==> config.mk <==
export PLATFORM = sky130hd
export DESIGN_NAME = byte_substring_finder_core_flat
export DESIGN_NICKNAME = d
export VERILOG_FILES = /design/src/rtl/bsf_pkg.sv /design/src/rtl/bsf_in_if.sv /design/src/rtl/bsf_out_if.sv /design/src/rtl/byte_substring_finder_core.sv /design/src/rtl/bsf_cfg.sv /design/src/rtl/bsf_match.sv /design/src/flat_wrapper.sv
export SDC_FILE = /design/constraint.sdc
export NUM_CORES = 1
export LEC_CHECK = 0
export ABC_AREA = 1
export BUFFER_PORTS_ARGS = -buffer_cell sky130_fd_sc_hd__buf_2
export CORE_MARGIN = 5
export CORE_UTILIZATION = 60
export CTS_CLUSTER_SIZE = 28
export DETAILED_ROUTE_END_ITERATION = 8
export HOLD_SLACK_MARGIN = 0.08
export PLACE_DENSITY = 0.78
export SLEW_MARGIN = 0
export SYNTH_ARGS = -nofsm -noshare
export SYNTH_HDL_FRONTEND = slang
export SYNTH_HIERARCHICAL = 1
export SYNTH_SLANG_ARGS = --single-unit
==> constraint.sdc <==
create_clock -name i_clk -period 16.2 [get_ports i_clk]
set_clock_uncertainty 0.1 [all_clocks]
set_input_delay 2.43 -clock i_clk [delete_from_list [all_inputs] [get_ports i_clk]]
set_output_delay 2.43 -clock i_clk [all_outputs]
set_load 0.005 [all_outputs]
==> src/rtl/bsf_pkg.sv <==
// Shared constants, codes and types for the byte substring finder.
// No dependencies; the core, bsf_cfg, bsf_match and the testbench refer to this package.
`timescale 1ns / 1ps
`default_nettype none

package bsf_pkg;

    localparam int PAT_BYTES       = 16;
    localparam int PAT_IDX_W       = 4;
    localparam int LEN_W           = 5;
    localparam int LIMIT_W         = 16;
    localparam int COUNT_W         = 17;
    localparam int OFFSET_OUT_W    = 32;
    localparam int CFG_DATA_W      = 64;
    localparam int CFG_IDX_W       = 2;
    localparam int MAX_PATTERN_DEF = 16;
    localparam int OFFSET_BITS_DEF = 32;

    localparam logic [LIMIT_W-1:0] LIMIT_RESET = 16'hFFFF;

    typedef enum logic [CFG_IDX_W-1:0] {
        CFG_PAT_LO    = 2'd0,
        CFG_PAT_HI    = 2'd1,
        CFG_PAT_LEN   = 2'd2,
        CFG_RES_LIMIT = 2'd3
    } t_cfg_reg;

    // Configuration as seen by the datapath: length already clipped,
    // limit already raised to at least one.
    typedef struct packed {
        logic [PAT_BYTES-1:0][7:0] pattern;
        logic [LEN_W-1:0]          length;
        logic [LIMIT_W-1:0]        limit;
    } t_cfg;

endpackage

`default_nettype wire

==> src/rtl/bsf_in_if.sv <==
// Input channel of the byte substring finder: one buffer byte per item.
// Standalone; no package dependency.
`timescale 1ns / 1ps
`default_nettype none

interface bsf_in_if;
    logic       valid;
    logic       ready;
    logic [7:0] data_byte;
    logic       end_of_buffer;

    modport source (output valid, output data_byte, output end_of_buffer, input ready);
    modport sink   (input valid, input data_byte, input end_of_buffer, output ready);
endinterface

`default_nettype wire

==> src/rtl/bsf_out_if.sv <==
// Output channel of the byte substring finder: one match report per item.
// Standalone; field widths are fixed by the block's result format.
`timescale 1ns / 1ps
`default_nettype none

interface bsf_out_if;
    logic        valid;
    logic        ready;
    logic [31:0] match_offset;
    logic [16:0] match_index;
    logic        limit_reached;

    modport source (output valid, output match_offset, output match_index,
                    output limit_reached, input ready);
    modport sink   (input valid, input match_offset, input match_index,
                    input limit_reached, output ready);
endinterface

`default_nettype wire

==> src/rtl/byte_substring_finder_core.sv <==
// Top level of the byte substring finder: input stage, match tracking, result register.
// Depends on bsf_pkg, bsf_in_if, bsf_out_if, bsf_cfg and bsf_match.
//
// Usage:
//   Stream a buffer one byte per item on i_in (valid/ready); set end_of_buffer on
//   the last byte. Every exact occurrence of the configured pattern up to the limit, overlapping
//   ones too, yields one item on o_out carrying the start offset, the running
//   match count for the buffer and a flag telling whether this match hit the limit.
//   Program the pattern, length and limit through the write port (i_cfg_we,
//   i_cfg_idx, i_cfg_data) only while no item is in flight.
// Timing:
//   An item is taken into the input register, then compared and scored against the
//   window once the result slot is free or draining, and a match is loaded into the
//   output register as the item leaves the input register. One item per cycle is
//   sustained while results are taken: the whole compare is one rank of byte
//   comparators feeding an AND, plus one counter and one compare.
// Stall:
//   When o_out holds a result that is not taken, the input register takes at most
//   one more item, then ready drops until the result drains.
// Reset:
//   Synchronous, active low. Clears both channel stages, position, match count and
//   stop flag; pattern length returns to zero (no matching) and limit to 65535.
`timescale 1ns / 1ps
`default_nettype none

module byte_substring_finder_core #(
    parameter int MAX_PATTERN = bsf_pkg::MAX_PATTERN_DEF,
    parameter int OFFSET_BITS = bsf_pkg::OFFSET_BITS_DEF
) (
    input  wire logic                             i_clk,
    input  wire logic                             i_rst_n,
    input  wire logic                             i_cfg_we,
    input  wire logic [bsf_pkg::CFG_IDX_W-1:0]    i_cfg_idx,
    input  wire logic [bsf_pkg::CFG_DATA_W-1:0]   i_cfg_data,
    bsf_in_if.sink                                i_in,
    bsf_out_if.source                             o_out
);

    localparam logic [OFFSET_BITS-1:0] POS_TOP = '1;

    bsf_pkg::t_cfg cfg;

    // Input stage
    logic       r_in_valid;
    logic [7:0] r_in_byte;
    logic       r_in_eob;

    // Per-buffer tracking
    logic [OFFSET_BITS-1:0]      r_pos;
    logic [bsf_pkg::COUNT_W-1:0] r_count;
    logic                        r_stopped;

    // Result register
    logic                             r_out_valid;
    logic [bsf_pkg::OFFSET_OUT_W-1:0] r_out_off;
    logic [bsf_pkg::COUNT_W-1:0]      r_out_idx;
    logic                             r_out_hit;

    logic                             advance;
    logic                             process;
    logic                             match;
    logic                             found;
    logic                             hit;
    logic [OFFSET_BITS-1:0]           len_m1;
    logic [OFFSET_BITS-1:0]           off_full;
    logic [bsf_pkg::OFFSET_OUT_W-1:0] off_out;
    logic [bsf_pkg::COUNT_W-1:0]      n_count;
    logic [OFFSET_BITS-1:0]           n_pos;

    bsf_cfg #(.MAX_PATTERN(MAX_PATTERN)) u_cfg (
        .i_clk      (i_clk),
        .i_rst_n    (i_rst_n),
        .i_cfg_we   (i_cfg_we),
        .i_cfg_idx  (i_cfg_idx),
        .i_cfg_data (i_cfg_data),
        .o_cfg      (cfg)
    );

    bsf_match #(.MAX_PATTERN(MAX_PATTERN)) u_match (
        .i_clk   (i_clk),
        .i_shift (process),
        .i_byte  (r_in_byte),
        .i_cfg   (cfg),
        .o_match (match)
    );

    // Result slot is free or draining this cycle: the held item may move on.
    assign advance    = !r_out_valid || o_out.ready;
    assign process    = r_in_valid && advance;
    assign i_in.ready = !r_in_valid || advance;

    // A match counts only with enough bytes of this buffer seen, search live,
    // and position not yet saturated.
    assign len_m1   = OFFSET_BITS'(cfg.length) - OFFSET_BITS'(1);
    assign found    = process && match && !r_stopped && (r_pos != POS_TOP)
                   && (r_pos >= len_m1);
    assign n_count  = r_count + bsf_pkg::COUNT_W'(1);
    assign hit      = n_count >= bsf_pkg::COUNT_W'(cfg.limit);
    assign off_full = r_pos - len_m1;
    assign n_pos    = (r_pos != POS_TOP) ? (r_pos + OFFSET_BITS'(1)) : r_pos;

    if (OFFSET_BITS >= bsf_pkg::OFFSET_OUT_W) begin : g_off_trunc
        assign off_out = off_full[bsf_pkg::OFFSET_OUT_W-1:0];
    end else begin : g_off_ext
        assign off_out = bsf_pkg::OFFSET_OUT_W'(off_full);
    end

    // Input register: load on accept, drop once handed to the compare.
    always_ff @(posedge i_clk) begin
        if (!i_rst_n) begin
            r_in_valid <= 1'b0;
        end else if (i_in.valid && i_in.ready) begin
            r_in_valid <= 1'b1;
        end else if (advance) begin
            r_in_valid <= 1'b0;
        end
    end

    always_ff @(posedge i_clk) begin
        if (i_in.valid && i_in.ready) begin
            r_in_byte <= i_in.data_byte;
            r_in_eob  <= i_in.end_of_buffer;
        end
    end

    // Advance position and count; end of buffer clears them after this byte.
    always_ff @(posedge i_clk) begin
        if (!i_rst_n) begin
            r_pos     <= '0;
            r_count   <= '0;
            r_stopped <= 1'b0;
        end else if (process) begin
            if (r_in_eob) begin
                r_pos     <= '0;
                r_count   <= '0;
                r_stopped <= 1'b0;
            end else begin
                r_pos <= n_pos;
                if (found) begin
                    r_count <= n_count;
                    if (hit) begin
                        r_stopped <= 1'b1;
                    end
                end
            end
        end
    end

    // Result register: refill or empty whenever the slot is free or taken.
    always_ff @(posedge i_clk) begin
        if (!i_rst_n) begin
            r_out_valid <= 1'b0;
        end else if (advance) begin
            r_out_valid <= found;
        end
    end

    always_ff @(posedge i_clk) begin
        if (found) begin
            r_out_off <= off_out;
            r_out_idx <= n_count;
            r_out_hit <= hit;
        end
    end

    assign o_out.valid         = r_out_valid;
    assign o_out.match_offset  = r_out_off;
    assign o_out.match_index   = r_out_idx;
    assign o_out.limit_reached = r_out_hit;

    // A reported match always carries a nonzero running count.
    a_idx_nonzero: assert property (@(posedge i_clk) disable iff (!i_rst_n)
        r_out_valid |-> (r_out_idx != '0))
        else $error("match reported with zero index");

    // Reaching the limit mid-buffer must stop the search.
    a_stop_on_hit: assert property (@(posedge i_clk) disable iff (!i_rst_n)
        (found && hit && !r_in_eob) |=> r_stopped)
        else $error("search not stopped after limit reached");

    // Input backpressure only when both stages hold an item.
    a_ready_low: assert property (@(posedge i_clk) disable iff (!i_rst_n)
        !i_in.ready |-> (r_in_valid && r_out_valid))
        else $error("input stalled with a free stage");

endmodule

`default_nettype wire

==> src/rtl/bsf_cfg.sv <==
// Configuration registers of the byte substring finder.
// Depends on bsf_pkg for register codes, widths and the t_cfg struct.
`timescale 1ns / 1ps
`default_nettype none

module bsf_cfg #(
    parameter int MAX_PATTERN = bsf_pkg::MAX_PATTERN_DEF
) (
    input  wire logic                             i_clk,
    input  wire logic                             i_rst_n,
    input  wire logic                             i_cfg_we,
    input  wire logic [bsf_pkg::CFG_IDX_W-1:0]    i_cfg_idx,
    input  wire logic [bsf_pkg::CFG_DATA_W-1:0]   i_cfg_data,
    output bsf_pkg::t_cfg                         o_cfg
);

    localparam int EFF_MAX = (MAX_PATTERN < bsf_pkg::PAT_BYTES) ? MAX_PATTERN
                                                                : bsf_pkg::PAT_BYTES;
    localparam logic [bsf_pkg::LEN_W-1:0] LEN_CAP = bsf_pkg::LEN_W'(EFF_MAX);

    logic [63:0]                  r_pat_lo;
    logic [63:0]                  r_pat_hi;
    logic [bsf_pkg::LEN_W-1:0]    r_len;
    logic [bsf_pkg::LIMIT_W-1:0]  r_limit;

    always_ff @(posedge i_clk) begin
        if (!i_rst_n) begin
            r_pat_lo <= '0;
            r_pat_hi <= '0;
            r_len    <= '0;
            r_limit  <= bsf_pkg::LIMIT_RESET;
        end else if (i_cfg_we) begin
            case (bsf_pkg::t_cfg_reg'(i_cfg_idx))
                bsf_pkg::CFG_PAT_LO:    r_pat_lo <= i_cfg_data[63:0];
                bsf_pkg::CFG_PAT_HI:    r_pat_hi <= i_cfg_data[63:0];
                bsf_pkg::CFG_PAT_LEN:   r_len    <= i_cfg_data[bsf_pkg::LEN_W-1:0];
                bsf_pkg::CFG_RES_LIMIT: r_limit  <= i_cfg_data[bsf_pkg::LIMIT_W-1:0];
                default: ;
            endcase
        end
    end

    // Clip length to the window; a zero limit behaves as one.
    always_comb begin
        o_cfg.pattern = {r_pat_hi, r_pat_lo};
        o_cfg.length  = (r_len > LEN_CAP) ? LEN_CAP : r_len;
        o_cfg.limit   = (r_limit == '0) ? bsf_pkg::LIMIT_W'(1) : r_limit;
    end

endmodule

`default_nettype wire

==> src/rtl/bsf_match.sv <==
// Byte window and parallel pattern compare of the byte substring finder.
// Depends on bsf_pkg for widths and the t_cfg struct.
`timescale 1ns / 1ps
`default_nettype none

module bsf_match #(
    parameter int MAX_PATTERN = bsf_pkg::MAX_PATTERN_DEF
) (
    input  wire logic          i_clk,
    input  wire logic          i_shift,
    input  wire logic [7:0]    i_byte,
    input  wire bsf_pkg::t_cfg i_cfg,
    output logic               o_match
);

    localparam int WIN = (MAX_PATTERN < bsf_pkg::PAT_BYTES) ? MAX_PATTERN
                                                            : bsf_pkg::PAT_BYTES;

    logic [7:0]   r_window [WIN];
    logic [7:0]   nw       [WIN];
    logic [WIN-1:0] ok;

    // Window as it stands with the new byte in front, newest first.
    always_comb begin
        nw[0] = i_byte;
        for (int j = 1; j < WIN; j++) begin
            nw[j] = r_window[j-1];
        end
    end

    always_ff @(posedge i_clk) begin
        if (i_shift) begin
            for (int j = 0; j < WIN; j++) begin
                r_window[j] <= nw[j];
            end
        end
    end

    // Window slot j must equal pattern byte (length-1-j) for all slots in use.
    for (genvar j = 0; j < WIN; j++) begin : g_cmp
        logic [bsf_pkg::LEN_W-1:0] pidx;
        assign pidx  = i_cfg.length - bsf_pkg::LEN_W'(j + 1);
        assign ok[j] = (bsf_pkg::LEN_W'(j) >= i_cfg.length)
                    || (nw[j] == i_cfg.pattern[pidx[bsf_pkg::PAT_IDX_W-1:0]]);
    end

    assign o_match = (i_cfg.length != '0) && (&ok);

endmodule

`default_nettype wire

==> src/flat_wrapper.sv <==
// flat-port wrapper written by rule: the top's interface ports become plain ports
module byte_substring_finder_core_flat 
#(
    parameter int MAX_PATTERN = bsf_pkg::MAX_PATTERN_DEF,
    parameter int OFFSET_BITS = bsf_pkg::OFFSET_BITS_DEF
)
  (i_clk, i_rst_n, i_cfg_we, i_cfg_idx, i_cfg_data, i_in_valid, i_in_data_byte, i_in_end_of_buffer, i_in_ready, o_out_valid, o_out_match_offset, o_out_match_index, o_out_limit_reached, o_out_ready);
  bsf_in_if i_in_i ();
  bsf_out_if o_out_i ();
  input  wire logic i_clk;
  input  wire logic i_rst_n;
  input  wire logic i_cfg_we;
  input  wire logic [bsf_pkg::CFG_IDX_W-1:0] i_cfg_idx;
  input  wire logic [bsf_pkg::CFG_DATA_W-1:0] i_cfg_data;
  input wire logic [$bits(i_in_i.valid)-1:0] i_in_valid;
  input wire logic [$bits(i_in_i.data_byte)-1:0] i_in_data_byte;
  input wire logic [$bits(i_in_i.end_of_buffer)-1:0] i_in_end_of_buffer;
  output wire logic [$bits(i_in_i.ready)-1:0] i_in_ready;
  output wire logic [$bits(o_out_i.valid)-1:0] o_out_valid;
  output wire logic [$bits(o_out_i.match_offset)-1:0] o_out_match_offset;
  output wire logic [$bits(o_out_i.match_index)-1:0] o_out_match_index;
  output wire logic [$bits(o_out_i.limit_reached)-1:0] o_out_limit_reached;
  input wire logic [$bits(o_out_i.ready)-1:0] o_out_ready;
  assign i_in_i.valid = i_in_valid;
  assign i_in_i.data_byte = i_in_data_byte;
  assign i_in_i.end_of_buffer = i_in_end_of_buffer;
  assign i_in_ready = i_in_i.ready;
  assign o_out_valid = o_out_i.valid;
  assign o_out_match_offset = o_out_i.match_offset;
  assign o_out_match_index = o_out_i.match_index;
  assign o_out_limit_reached = o_out_i.limit_reached;
  assign o_out_i.ready = o_out_ready;
  byte_substring_finder_core #(.MAX_PATTERN(MAX_PATTERN), .OFFSET_BITS(OFFSET_BITS)) u_core (.i_clk(i_clk), .i_rst_n(i_rst_n), .i_cfg_we(i_cfg_we), .i_cfg_idx(i_cfg_idx), .i_cfg_data(i_cfg_data), .i_in(i_in_i), .o_out(o_out_i));
endmodule
# After elaboration in Yosys (flattened, before gate mapping)
# Memories as Yosys holds them, arrays and structs flattened.
# Cells that the tools add are included.
[totals]
ff_bits = 260
mem_bits_rw = 128
elab_cells = 178
mem_count = 1
[memory_table]
columns = ["memory", "words", "word_bits", "rd", "rd_ports_with_merged_regs", "wr", "line_no", "rtl"]
rows = [
  ["u_core.u_match.r_window", 16, 8, 15, 0, 16, "bsf_match.sv:19", "logic [7:0] r_window [WIN];"],
]
[classes]
add_sub_neg = 20
order_cmp = 35
eq_ne = 20
mux = 45
reduce_logical = 43
[ops]
columns = ["cell", "count"]
rows = [
  ["binary-select mux 8 bit (select 4 bit)", 16],
  ["equality test 8 bit", 16],
  ["2-to-1 mux 8 bit", 16],
  ["< comparator 4 x 5 -> 1 bit, second input constant", 16],
  ["2-to-1 mux 32 bit", 2],
  [">= comparator 4 x 5 -> 1 bit, first input constant", 8],
  ["2-to-1 mux 17 bit", 2],
  ["adder 32 x 1 -> 32 bit, second input constant", 1],
  [">= comparator 32 bit", 1],
  ["inequality test 32 bit, second input constant", 1],
  ["subtractor 32 bit", 1],
  ["subtractor 4 bit, second input constant", 8],
  [">= comparator 3 x 5 -> 1 bit, first input constant", 4],
  ["logical OR 1 bit", 18],
  ["adder 17 x 1 -> 17 bit, second input constant", 1],
  [">= comparator 17 x 16 -> 1 bit", 1],
  ["logical NOT 16 bit", 1],
  ["2-to-1 mux 16 bit", 1],
  ["AND reduction 16 bit", 1],
  ["subtractor 4 x 3 -> 4 bit, second input constant", 4],
  ["AND reduction 2 bit", 6],
  [">= comparator 1 x 5 -> 1 bit, first input constant", 2],
  [">= comparator 2 x 5 -> 1 bit, first input constant", 2],
  ["nonzero test 2 bit", 4],
  ["13 further kinds", 30],
]

# Longest topological paths before layout
# Gate-level depths: netlist (run 1).
[depth]
depth_word = 15
mapped_depth = 31
ltp_nobuf = 28

# Modules after synthesis
# Netlist (run 1), hierarchy kept.
[by_module_without_submodules]
columns = ["mod", "n_inst", "cells_each", "area_per_inst_um2", "seq_area_each_um2"]
rows = [
  ["bsf_match", 1, 1980, 12475.7, 3603.5],
  ["byte_substring_finder_core", 1, 920, 7263.2, 2812.7],
  ["bsf_cfg", 1, 716, 5884.4, 2982.9],
]

# Least setup slack after synthesis (run 1)
# No wires, ideal clock.
[synth_timing]
path_kind = "input -> register"
startpoint = "input o_out_ready"
endpoint = "register u_core.r_out_hit, in the netlist u_core/o_out.limit_reached (enable)"
setup_time_ps = 404
arrival_time_ps = 5805
t_required_ps = 15696
setup_slack_ps = 9891
path_stages = 9
cell_sequence = "inv_1 nand2_1 nand2_1 inv_2 nand3_1 a21oi_4 nand2_4 buf_6 inv_1"
[synth_via]
elab_chain_len = 6
[synth_rtl]
columns = ["element", "line_no", "rtl"]
rows = [
  ["from (decl)", "flat_wrapper.sv:23", "input wire logic [$bits(o_out_i.ready)-1:0] o_out_ready;"],
  ["logical OR 1 bit", "byte_substring_finder_core.sv:88", "assign advance = !r_out_valid || o_out.ready;"],
  ["logical AND 1 bit", "byte_substring_finder_core.sv:89", "assign process = r_in_valid && advance;"],
  ["net u_core.process", "byte_substring_finder_core.sv:60", "logic process;"],
  ["logical AND 1 bit (3 in series)", "byte_substring_finder_core.sv:95", "assign found = process && match && !r_stopped && (r_pos != POS_TOP)"],
  ["logical AND 1 bit", "byte_substring_finder_core.sv:96", "&& (r_pos >= len_m1);"],
  ["net u_core.found", "byte_substring_finder_core.sv:62", "logic found;"],
  ["to (signal assigned)", "byte_substring_finder_core.sv:162", "r_out_hit <= hit;"],
  ["to (decl)", "byte_substring_finder_core.sv:57", "logic r_out_hit;"],
]
# The timed path passes the listed nets, and every way through them passes these cells.
# A chain may end at the register's enable or synchronous reset.

==> impl_metrics.tcl, run 1 <==
set metrics [dict create \
    status "finished, final reports clean" \
    multiInputGateArea_sq_um 14340 \
    end_kind "register" \
    r2r_setup_slack_ns 8.00 \
    async_flop_share_pct 0 \
    ys_ff_latch 380 \
    num-fill-cells 3619 \
    dr.pass1.iters 8 \
    hold_ws_ns 0.3681 \
    grt_overflow 0 \
    die-area_sq_um 46940 \
    final.setup.tns_ns 0 \
    syn_to_final_growth_pct 6.822 \
    synth.avg_cell_area_sq_um 7.086 \
    grt_max_degree 126 \
    finalHoldViolCount 0 \
    peakVddDrop_mv 0.1008 \
    fin_nets 3764 \
    cts_resized 0 \
    root_buffer "clkbuf_16" \
    setup_viol 0 \
    regArea_sq_um 9399 \
    port_buffers 131 \
    period_share_pct 50.60 \
    drv_cap 0 \
    tightest_slew_ns 1.215 \
    synth_enable_flop_cells 179 \
    critPathMaxFanout 65 \
    via_per_inst 6.508 \
    drc 0 \
    yosysSeqAreaShare_pct 36.68 \
    min_period_ns 8.197 \
    wl_um 102900 \
    num_rows 75 \
    initial_core_util_pct 60.81 \
    drt_iter0_drc 4352 \
    core_sq_um 42130 \
    leakage_nw 11.65 \
    fmax_ghz 0.1220 \
    rr_startpoint "u_core/u_cfg/r_len[4]" \
    rsz0062_at_grt "false" \
    relSlewSlack_pct 18.97 \
    cp-start-kind "register" \
    vias 27250 \
    power_density_nw_per_um2 94.73 \
    cts_buffers 42 \
    r2r_end "u_core/o_out.match_offset[25]" \
    grt_pass1_wl_um 154600 \
    io_pins 132 \
    layout-drive-gt1-share_pct 8.199 \
    min_path_type "reg -> reg" \
    htreeDepth 2 \
    postRouteAntennaNets 0 \
    required_ns 16.31 \
    yosys_warnings 6 \
    clk_pin_slew_ns 0.06 \
    dieWidth_um 216.7 \
    dp_hpwl_um 75120 \
    reg2regPathDepth 26 \
    critPathKind "reg -> reg" \
    synth_ff_type "dfxtp_1" \
    grtUsageTotal_pct 42.77 \
    postSynthCellCount 3616 \
    wl_per_cell_um 24.57 \
    synth_area_sq_um 25620 \
    synth_cell_type_count 56 \
    clock_latency_ns 0.62 \
    antenna_found_initial 4 \
    startpoint "u_core/u_cfg/r_len[4]" \
    grt_pass1_vias 25970 \
    endpoint "u_core/o_out.match_offset[25]" \
    hold_buffers 0 \
    syn_nets 3765 \
    die_h_um 216.7 \
    maxSlewViolCount 0 \
    cp.arrival_ns 8.31 \
    power_mw 2.593 \
    clk_path_buf_depth 3 \
    clkSinkCount 380 \
    postCtsSetupBuffers 0 \
    cts_tree "done" \
    place.gp.congestion 1.175 \
]
[area by class of cell]
type	count	area share, %
Timing Repair Buffer	150	2.926
Tap cell	539	2.464
Sequential cell	380	34.34
Antenna cell	1	0.009142
Clock buffer	56	4.334
Clock inverter	20	0.5760
Multi-Input combinational cell	2828	52.40
Inverter	213	2.953
[cells in the mapped netlist, drive strengths merged, types with 2 or more instances]
cell type | count | area (sq um)
nand3b | 40 | 300.3
inv | 209 | 789.5
nor2 | 306 | 1227
o21a | 2 | 15.01
a211oi | 2 | 15.01
a21o | 9 | 67.56
ha | 68 | 850.8
o21ai | 98 | 494.2
xor2 | 61 | 635.6
nand3 | 928 | 4687
or2 | 2 | 12.52
a21boi | 66 | 495.5
clkinv | 4 | 15.01
xnor2 | 20 | 182.7
nand4 | 117 | 744.5
dfxtp | 201 | 4024
a31oi | 10 | 62.56
nor3 | 19 | 110.1
buf | 140 | 935.9
o21bai | 8 | 60.06
a21oi | 99 | 510.5
edfxtp | 179 | 5375
o211ai | 2 | 15.01
nor4 | 2 | 12.51
clkbuf | 55 | 206.5
nand2 | 963 | 3721
[logic make-up after synthesis]
group / synth area share [%]
AND/OR/NAND/NOR: 42.26
XOR/XNOR: 3.194
buffers and inverters: 7.598
AO/OA/AOI/OAI: 6.870
adder cells (fa/ha/maj): 3.399
flip-flops: 36.68
[metrics by stage]
step,setup slack (ns),util [%],std cells,area [sq um]
after floorplan,9.891,-,3616,25620
after global placement,8.541,61.77,4110,26030
after detailed placement,8.368,61.77,4110,26030
after CTS,8.329,64.96,4186,27370
after global routing,7.495,64.96,4186,27370
final,8.003,64.96,4187,27370
[metal layers]
| layer | vias to the layer above | global-route usage [%] | part of all wire, % |
|---|---|---|---|
| li1 | 12340 | - | - |
| met1 | 12460 | 48.68 | 35 |
| met2 | 1896 | 69.11 | 45 |
| met3 | 548 | 9.182 | 9.5 |
| met4 | 4 | 35.19 | 11 |
| met5 | - | 0 | 0.024 |
[worst min-delay path by stage]
| stage | to | startpoint | slack [ns] | depth (start not counted) |
|---|---|---|---|---|
| 6_report | u_core/u_match/r_window[0][6] | u_core/r_in_byte[6] | 0.37 | 0 |
| 5_1_grt | u_core/r_stopped | u_core/r_stopped | 0.39 | 2 |
| 3_5_place_dp | u_core/u_match/r_window[0][6] | u_core/r_in_byte[6] | 0.36 | 0 |
| 2_1_floorplan | u_core/u_match/r_window[0][11] | u_core/u_match/r_window[0][3] | 0.34 | 0 |
| 4_1_cts | u_core/u_match/r_window[0][6] | u_core/r_in_byte[6] | 0.37 | 0 |
| 3_3_place_gp | u_core/u_match/r_window[1][45] | u_core/u_match/r_window[1][37] | 0.35 | 0 |
[power breakdown]
group          total [mW]  switching (mW)  internal, mW
clock network       0.954           0.430         0.524
logic               0.587           0.419         0.168
registers            1.05          0.0270          1.03
[registers in the layout, indices dropped and copies added, names as in the netlist]
register and cells:
u_core/o_out.limit_reached 1, u_core/o_out.match_index 17, u_core/o_out.match_offset 32, u_core/o_out.valid 1, u_core/r_count 17, u_core/r_in_byte 8, u_core/r_in_eob 1, u_core/r_in_valid 1
u_core/r_pos 32, u_core/r_stopped 1, u_core/u_cfg/r_len 5, u_core/u_cfg/r_limit 16, u_core/u_cfg/r_pat_hi 64, u_core/u_cfg/r_pat_lo 64, u_core/u_match/r_window 120
[worst max-delay path, stage by stage (launching register included)]
cell and delay, ns:
dfxtp_1 0.83, a21oi_4 0.10, buf_4 0.25, inv_2 0.38
buf_4 0.61, ha_2 0.42, buf_4 0.36, inv_2 0.13
buf_4 0.61, nand3_1 0.44, nand3_1 0.23, nand3_1 0.13
nand2_1 0.11, nand2_1 0.05, nand2_1 0.05, nand3_1 0.17
nor2_1 0.14, nand2_1 0.06, nand2_1 0.05, nand2_1 0.06
nor2_1 0.08, nand3_1 0.13, nor2_1 0.36, nand3_1 0.18
a21oi_4 0.52, nand2_4 0.26, inv_2 0.83
[cells in the final DEF, fill, tap and decap left out, drive strengths merged, types with 98 or more instances in the layout]
| master | count |
|---|---|
| buf | 150 |
| nor2 | 306 |
| nand2 | 963 |
| o21ai | 98 |
| dfxtp | 201 |
| a21oi | 99 |
| edfxtp | 179 |
| inv | 214 |
| nand3 | 928 |
| nand4 | 117 |
No activity file was read; power rests on OpenSTA's default activity.
==> inputs of run 2 (changes only) <==
- clock period: 16.2 -> 8.5 ns (I/O delays scaled with it)
==> impl_metrics.tcl, run 2 (same netlist as run 1, synthesis figures left out) <==
set metrics [dict create \
    grtUsageTotal_pct 43.15 \
    slowest_stage "dfxtp_1" \
    num-fill-cells 3649 \
    drv_cap 0 \
    clkSinkCount 380 \
    final_common_cell "nand2_1" \
    dr.pass1.iters 8 \
    final_cell_area_sq_um 27430 \
    largestRegisters "u_core/u_match/r_window: 120 flops, u_core/u_cfg/r_pat_hi: 64 flops, u_core/u_cfg/r_pat_lo: 64 flops" \
    core_sq_um 42130 \
    status "finished, final reports clean" \
    port_buffers 131 \
    cts_resized 0 \
    cp-start-kind "register" \
    setup_viol 0 \
    die-area_sq_um 46940 \
    end_kind "register" \
    syn_to_final_growth_pct 7.061 \
    io_pins 132 \
    required_ns 8.62 \
    min_path_type "reg -> reg" \
    dp_hpwl_um 74870 \
    reg2regPathDepth 22 \
    cp.depth 22 \
    critPathBufInv 5 \
    critPathKind "reg -> reg" \
    r2r_end "u_core/o_out.match_offset[9]" \
    antenna_found_initial 3 \
    top_register "u_core/u_match/r_window" \
    hold_buffers 0 \
    peakVddDrop_mv 0.1482 \
    via_per_inst 6.557 \
    num_rows 75 \
    grt_pass1_wl_um 154900 \
    power_mw 4.988 \
    placed_area_sq_um 26040 \
    htreeDepth 2 \
    root_buffer "clkbuf_16" \
    cts_buffers 42 \
    fin_util_pct 65.11 \
    rsz0062_at_grt "false" \
    grt_overflow 0 \
    relSlewSlack_pct 18.58 \
    largest_reg_flops 120 \
    power_density_nw_per_um2 181.8 \
    leakage_nw 11.67 \
    maxSlewViolCount 0 \
    multiInputGateArea_sq_um 14340 \
    initial_core_util_pct 60.81 \
    final.setup.tns_ns 0 \
    cp.arrival_ns 7.39 \
    cts_tree "done" \
    place.gp.congestion 1.172 \
    fmax_ghz 0.1377 \
    wl_per_cell_um 24.81 \
    dieWidth_um 216.7 \
    grt_max_degree 134 \
    mostFrequentLayoutCells "nand2_1, nand3_1, nor2_1" \
    layout-drive-gt1-share_pct 8.221 \
    worstPathCellList "a21oi_4 > inv_2 > ha_1 > buf_4 > inv_1 > nand3_1 > nand3_1 > nand2_1 > nand2_1 > nand2_1 > nor2_1 > nand2_1 > nor2_1 > nor2_1 > nor2_1 > nand3_1 > nor2_1 > nand3_1 > a21oi_4 > nand2_4 > inv_2 > buf_4" \
    r2r_setup_slack_ns 1.24 \
    tightest_slew_ns 1.221 \
    finalHoldViolCount 0 \
    drt_iter0_drc 3961 \
    period_share_pct 85.46 \
    vias 27470 \
    wl_um 103900 \
    die_h_um 216.7 \
    grt_pass1_vias 25610 \
    clock_latency_ns 0.58 \
    fin_nets 3766 \
    endpoint "u_core/o_out.match_offset[9]" \
    rr_startpoint "u_core/u_cfg/r_len[4]" \
    postCtsSetupBuffers 0 \
    startpoint "u_core/u_cfg/r_len[4]" \
    clk_pin_slew_ns 0.06 \
    cpPeakStageDelay_ns 0.87 \
    drc 0 \
    clk_path_buf_depth 3 \
    cp_common_cell "nor2_1" \
    critPathMaxFanout 35 \
    stdcell_count 4189 \
    critPathTopFamily "buffers and inverters" \
    min_period_ns 7.264 \
    postRouteAntennaNets 0 \
    regArea_sq_um 9399 \
    dp.cells 4112 \
]
-- run 2: changes by cell type in the layout (fill, tap and decap cells not counted), moves of 2 or more --
cell and change:
clkinv_1 +2, inv_16 -2, bufinv_16 +4, clkbuf_1 -2, inv_4 -2, buf_4 +2
-- run 2: worst register-to-register path: cells and delay by family (launching register included) --
kind | cells | cell delay [ns]
AOI/OAI and AO/OA | 2 | 0.75
adders and majority gates | 1 | 0.35
buffers and inverters | 5 | 2.42
DFF | 1 | 0.87
and+or+nand+nor | 14 | 2.38
-- run 2: area by class of cell --
| cell class | count | area share [%] |
|---|---|---|
| inverter | 213 | 2.946 |
| timing repair buffer | 152 | 2.974 |
| clock inverter | 24 | 0.9213 |
| multi-input combinational | 2828 | 52.27 |
| tap | 539 | 2.458 |
| clock buffer | 52 | 4.155 |
| sequential | 380 | 34.26 |
| antenna | 1 | 0.009122 |
-- run 2: through the flow --
stage	setup WS, ns	hold WS, ns
after CTS	1.642	0.3699
after floorplan	3.194	0.3408
after global routing	0.9634	0.3753
after global placement	1.878	0.3500
after detailed placement	1.695	0.3601
final	1.236	0.3735
-- run 2: how the worst min path moves through the flow --
stage / endpoint / cells past startpoint / startpoint
after floorplan: u_core/u_match/r_window[0][11] / 0 / u_core/u_match/r_window[0][3]
after global placement: u_core/u_match/r_window[1][44] / 0 / u_core/u_match/r_window[1][36]
after detailed placement: u_core/u_match/r_window[0][53] / 0 / u_core/u_match/r_window[0][45]
after CTS: u_core/u_match/r_window[0][12] / 0 / u_core/u_match/r_window[0][4]
after global routing: u_core/u_match/r_window[0][12] / 0 / u_core/u_match/r_window[0][4]
final: u_core/u_match/r_window[0][41] / 0 / u_core/u_match/r_window[0][33]
-- run 2: power by group --
group          switching (mW)  internal [mW]  total [mW]
sequential             0.0566           1.95        2.01
clock                   0.778           1.08        1.86
combinational           0.801          0.319        1.12
total                    1.64           3.35        4.99
-- run 2: layer usage --
layer	global-route usage (%)	vias to the layer above	share of wire [%]
met2	68.65	1854	44
li1	-	12350	-
met1	49.15	12730	34
met4	37.10	0	11
met5	0	-	0
met3	9.615	543	10
